===== src/design/abes_mac.sv =====
// ----------------------------------------------------------------------------
// abes_mac: one Euler update term
// Registers base + round(val * dt) with saturation to the signed 32-bit range.
// ----------------------------------------------------------------------------
module abes_mac (
    input  logic               aclk,
    input  logic signed [31:0] base,
    input  logic signed [31:0] val,
    input  logic        [15:0] dt,
    output logic signed [31:0] sum_reg,
    output logic               sat_reg
);

    logic signed [48:0] prod_reg;
    logic signed [31:0] base_reg;
    logic signed [48:0] rnd;
    // rnd >>> 16 fits 33 bits; use bits [48:16] sign-extended
    logic signed [33:0] term;
    logic signed [33:0] tot;

    always_ff @(posedge aclk) begin
        prod_reg <= val * $signed({1'b0, dt});
        base_reg <= base;
    end

    always_comb begin
        rnd = prod_reg + 49'sd32768;
    end

    assign term = {rnd[48], rnd[48:16]};
    assign tot  = {{2{base_reg[31]}}, base_reg} + term;

    always_ff @(posedge aclk) begin
        if (tot > 34'sd2147483647) begin
            sum_reg <= 32'sh7fffffff;
            sat_reg <= 1'b1;
        end else if (tot < -34'sd2147483648) begin
            sum_reg <= 32'sh80000000;
            sat_reg <= 1'b1;
        end else begin
            sum_reg <= tot[31:0];
            sat_reg <= 1'b0;
        end
    end

endmodule


===== config.mk =====
export PLATFORM = sky130hd
export DESIGN_NAME = abes_mac
export DESIGN_NICKNAME = d
export VERILOG_FILES = /design/src/design/abes_mac.sv
export SDC_FILE = /design/constraint.sdc
export NUM_CORES = 1
export LEC_CHECK = 0
export BUFFER_PORTS_ARGS = -buffer_cell sky130_fd_sc_hd__buf_2
export CAP_MARGIN = 25
export CORE_ASPECT_RATIO = 2
export CORE_UTILIZATION = 59
export DETAILED_ROUTE_END_ITERATION = 7
export PLACE_DENSITY = 0.79
export SETUP_SLACK_MARGIN = 0.02
export SYNTH_ARGS = -nofsm -noshare
export SYNTH_HDL_FRONTEND = slang
export SYNTH_SLANG_ARGS = --single-unit

===== constraint.sdc =====
create_clock -name aclk -period 6.49 [get_ports aclk]
set_input_delay 0.3245 -clock aclk [delete_from_list [all_inputs] [get_ports aclk]]
set_output_delay 0.3245 -clock aclk [all_outputs]
set_load 0.02 [all_outputs]

==> out/metrics.cfg <==
[outcome]
status=finished, violations left
violations=design-rule violations

[clock_network]
htree_levels=3
clockBufferDepth=2
clk_latency_ns=0.35
clock_sinks=99
path_clk_slew_ns=0.08
cts_hold_buf=0
root_buffer=clkbuf_16
cts_tree=yes
cts_buffers=9

[timing]
relSlewSlack_pct=56.3
setup-tns-final_ns=0
finalClockSkew_ns=0.0136
finalWorstPathRequiredPeriod_ns=6.29
worst_pin_slew_ns=0.651
finalMaxSlewViolations=0
fmax_mhz=159
setup_violations=0
finalCritPeriodShare_pct=97.0
hold_viol=0

[final_layout]
mostFrequentLayoutCell=inv_1
fin_cells=3010
drive_above_1_share_pct=10.5
fill_cells=2988
synthToLayoutAreaGrowth_pct=7.57
layout_common_cells=inv_1, fa_1, nand2_1, and2_1, ha_1
largest_reg_flops=34
layout.nets=3263

[critical_path]
slowest_delay_ns=0.68
crit_fanout=13
r2r-end=sum_reg[4]
worstSetupEndpointType=flop
crit_required_ns=6.72
cp-endpoint=prod_reg[48]
slowest_stage=fa_2
crit_family=adder cells
reg2reg_depth=18
regToRegStartpoint=prod_reg[16]
ff2ff_setup_slack_ns=1.83
path_buf_inv=5
critPathLaunch=val[12]
cp.arrival_ns=6.52
crit_cells=23
path_cells=buf_2 > and2_1 > fa_1 > inv_1 > fa_1 > inv_1 > fa_1 > fa_1 > fa_2 > inv_1 > fa_1 > inv_1 > ha_1 > a21oi_1 > o21ai_1 > a2111oi_2 > a31oi_2 > a211o_1 > and3_1 > a31oi_4 > nor2_1 > a31oi_1 > xnor2_1
start_kind=input pin
crit_path_frequent_cell=fa_1
critPathKind=input pin to flop

[floorplanning]
io_pins=114
die_w_um=139
start_util_pct=59.7
die-area_um2=38500
row_count=100
die_y_um=276
coreArea_um2=37200

[yosys]
syn-cell-area_um2=22200
synthArstFlopShare_pct=0
synth_fp_nets=3161
synth_edf_count=0
ys_ff_latch=99
ys.flop_type=dfxtp_1
synthCells=2443
ys_types=64
post_synth.cell_area_avg_um2=9.09
synth_seq_area_share_pct=8.93
yosys_warnings=0

[detailed_routing]
wl_per_cell_um=21.9
drc=7
firstDrtPassIters=8
vias=17300
viasPerCell=5.74
drtIter0Drc=913
detail-route-antenna-nets=0
drt-total-wl_um=65900

[grt]
grt_usage_pct=37.2
grt_max_degree=32
grt_pass1_wl_um=106000
grt_pass1_vias=20100
gr-total-overflow=0
antenna_found_initial=5

[place]
place.detailed.hpwl_um=52300
globalplace.congestion=0.984
dp.cells=2989
io_buffers=113

[hold_path]
hold_class=input pin to flop

[run]
max_cap_viol_count=0

==> final cells by class <==
type                       instances  area (um2)  share of cell area (%)
multi-input combinational       1671       17700                    74.0
clock inverter                     6        57.6                   0.241
inverter                         575        2160                    9.05
sequential                        99        1980                    8.30
timing repair buffer             189        1200                    5.02
tap                              459         574                    2.40
clock buffer                      10         239                    1.00
antenna                            1        2.50                  0.0105
==> cell families after synthesis <==
group | synth area share (%)
simple gates | 15.0
buf+inv | 11.6
fa+ha+maj | 52.4
compound gates | 7.94
xor+xnor | 4.13
flops | 8.93
==> worst register-to-register path, stage by stage, from the launching register on <==
cell and delay [ns]:
dfxtp_1 0.38, ha_1 0.27, nand4_1 0.16, nor3_1 0.53
nand2_1 0.23, nor2_1 0.32, xor2_1 0.18, ha_1 0.32
a21oi_1 0.29, nor2b_1 0.08, o21ai_0 0.18, nand2b_1 0.11
a211oi_1 0.26, o31ai_1 0.10, a41oi_2 0.22, xnor2_2 0.15
a21boi_4 0.42, buf_16 0.23, o31ai_1 0.12
==> through the flow <==
stage	worst slack (ns)	hold WS (ns)	area [um2]	utilization, %
after floorplan	0.319	0.352	22200	-
after global placement	0.0155	0.428	23500	63.2
after detailed placement	-0.0929	0.428	23500	63.2
after CTS	0.247	0.0626	23800	64.0
after global routing	-0.0249	0.0551	23900	64.3
final	0.196	0.0701	23900	64.3
==> worst min-delay path by stage <==
stage,startpoint,end,slack (ns),cells after the start
2_1_floorplan,base[0],base_reg[0],0.35,0
4_1_cts,base[5],base_reg[5],0.06,1
5_1_grt,base[12],base_reg[12],0.06,1
3_5_place_dp,base[24],base_reg[24],0.43,1
3_3_place_gp,base[2],base_reg[2],0.43,1
6_report,base[5],base_reg[5],0.07,1
==> routing by layer <==
layer  GRT usage (%)  vias to the layer above  share of wire (%)
met5               0                        -              0.073
met4            39.3                        8                 13
met3            12.0                      447                7.9
met2            65.1                      724                 51
met1            31.6                     8635                 28
li1                -                     7458                  -
==> timing repair <==
action,in CTS,in global routing
setup buffers,0,2
setup endpoints to repair,0,13
resized for setup,0,11
==> cells in the mapped netlist, drive strengths merged, types with 2 or more instances <==
master / instances / share of area (%)
a31oi: 13 / 0.43
o2111ai: 2 / 0.079
and3: 15 / 0.42
nand2: 329 / 5.6
clkbuf: 89 / 1.5
a211o: 4 / 0.16
o31ai: 3 / 0.16
a31o: 2 / 0.079
o21bai: 14 / 0.52
xor2: 34 / 1.4
nand3: 29 / 0.65
inv: 575 / 9.7
fa: 488 / 44
xnor2: 69 / 2.8
o21ba: 2 / 0.090
a21oi: 73 / 1.7
o211ai: 7 / 0.26
nor2b: 4 / 0.11
a211oi: 4 / 0.21
o22ai: 2 / 0.085
nand2b: 8 / 0.23
a21o: 30 / 1.0
nor3: 7 / 0.16
buf: 9 / 0.37
dfxtp: 99 / 8.9
ha: 149 / 8.4
nand4: 18 / 0.51
and2: 227 / 6.4
nor2: 44 / 0.74
o21ai: 65 / 2.0
a2111oi: 4 / 0.27
o21a: 10 / 0.34
a41oi: 3 / 0.22
Power is left out: the tool's default activity adds up to more than one toggle a clock period on the data nets, which glitch-free logic cannot reach.
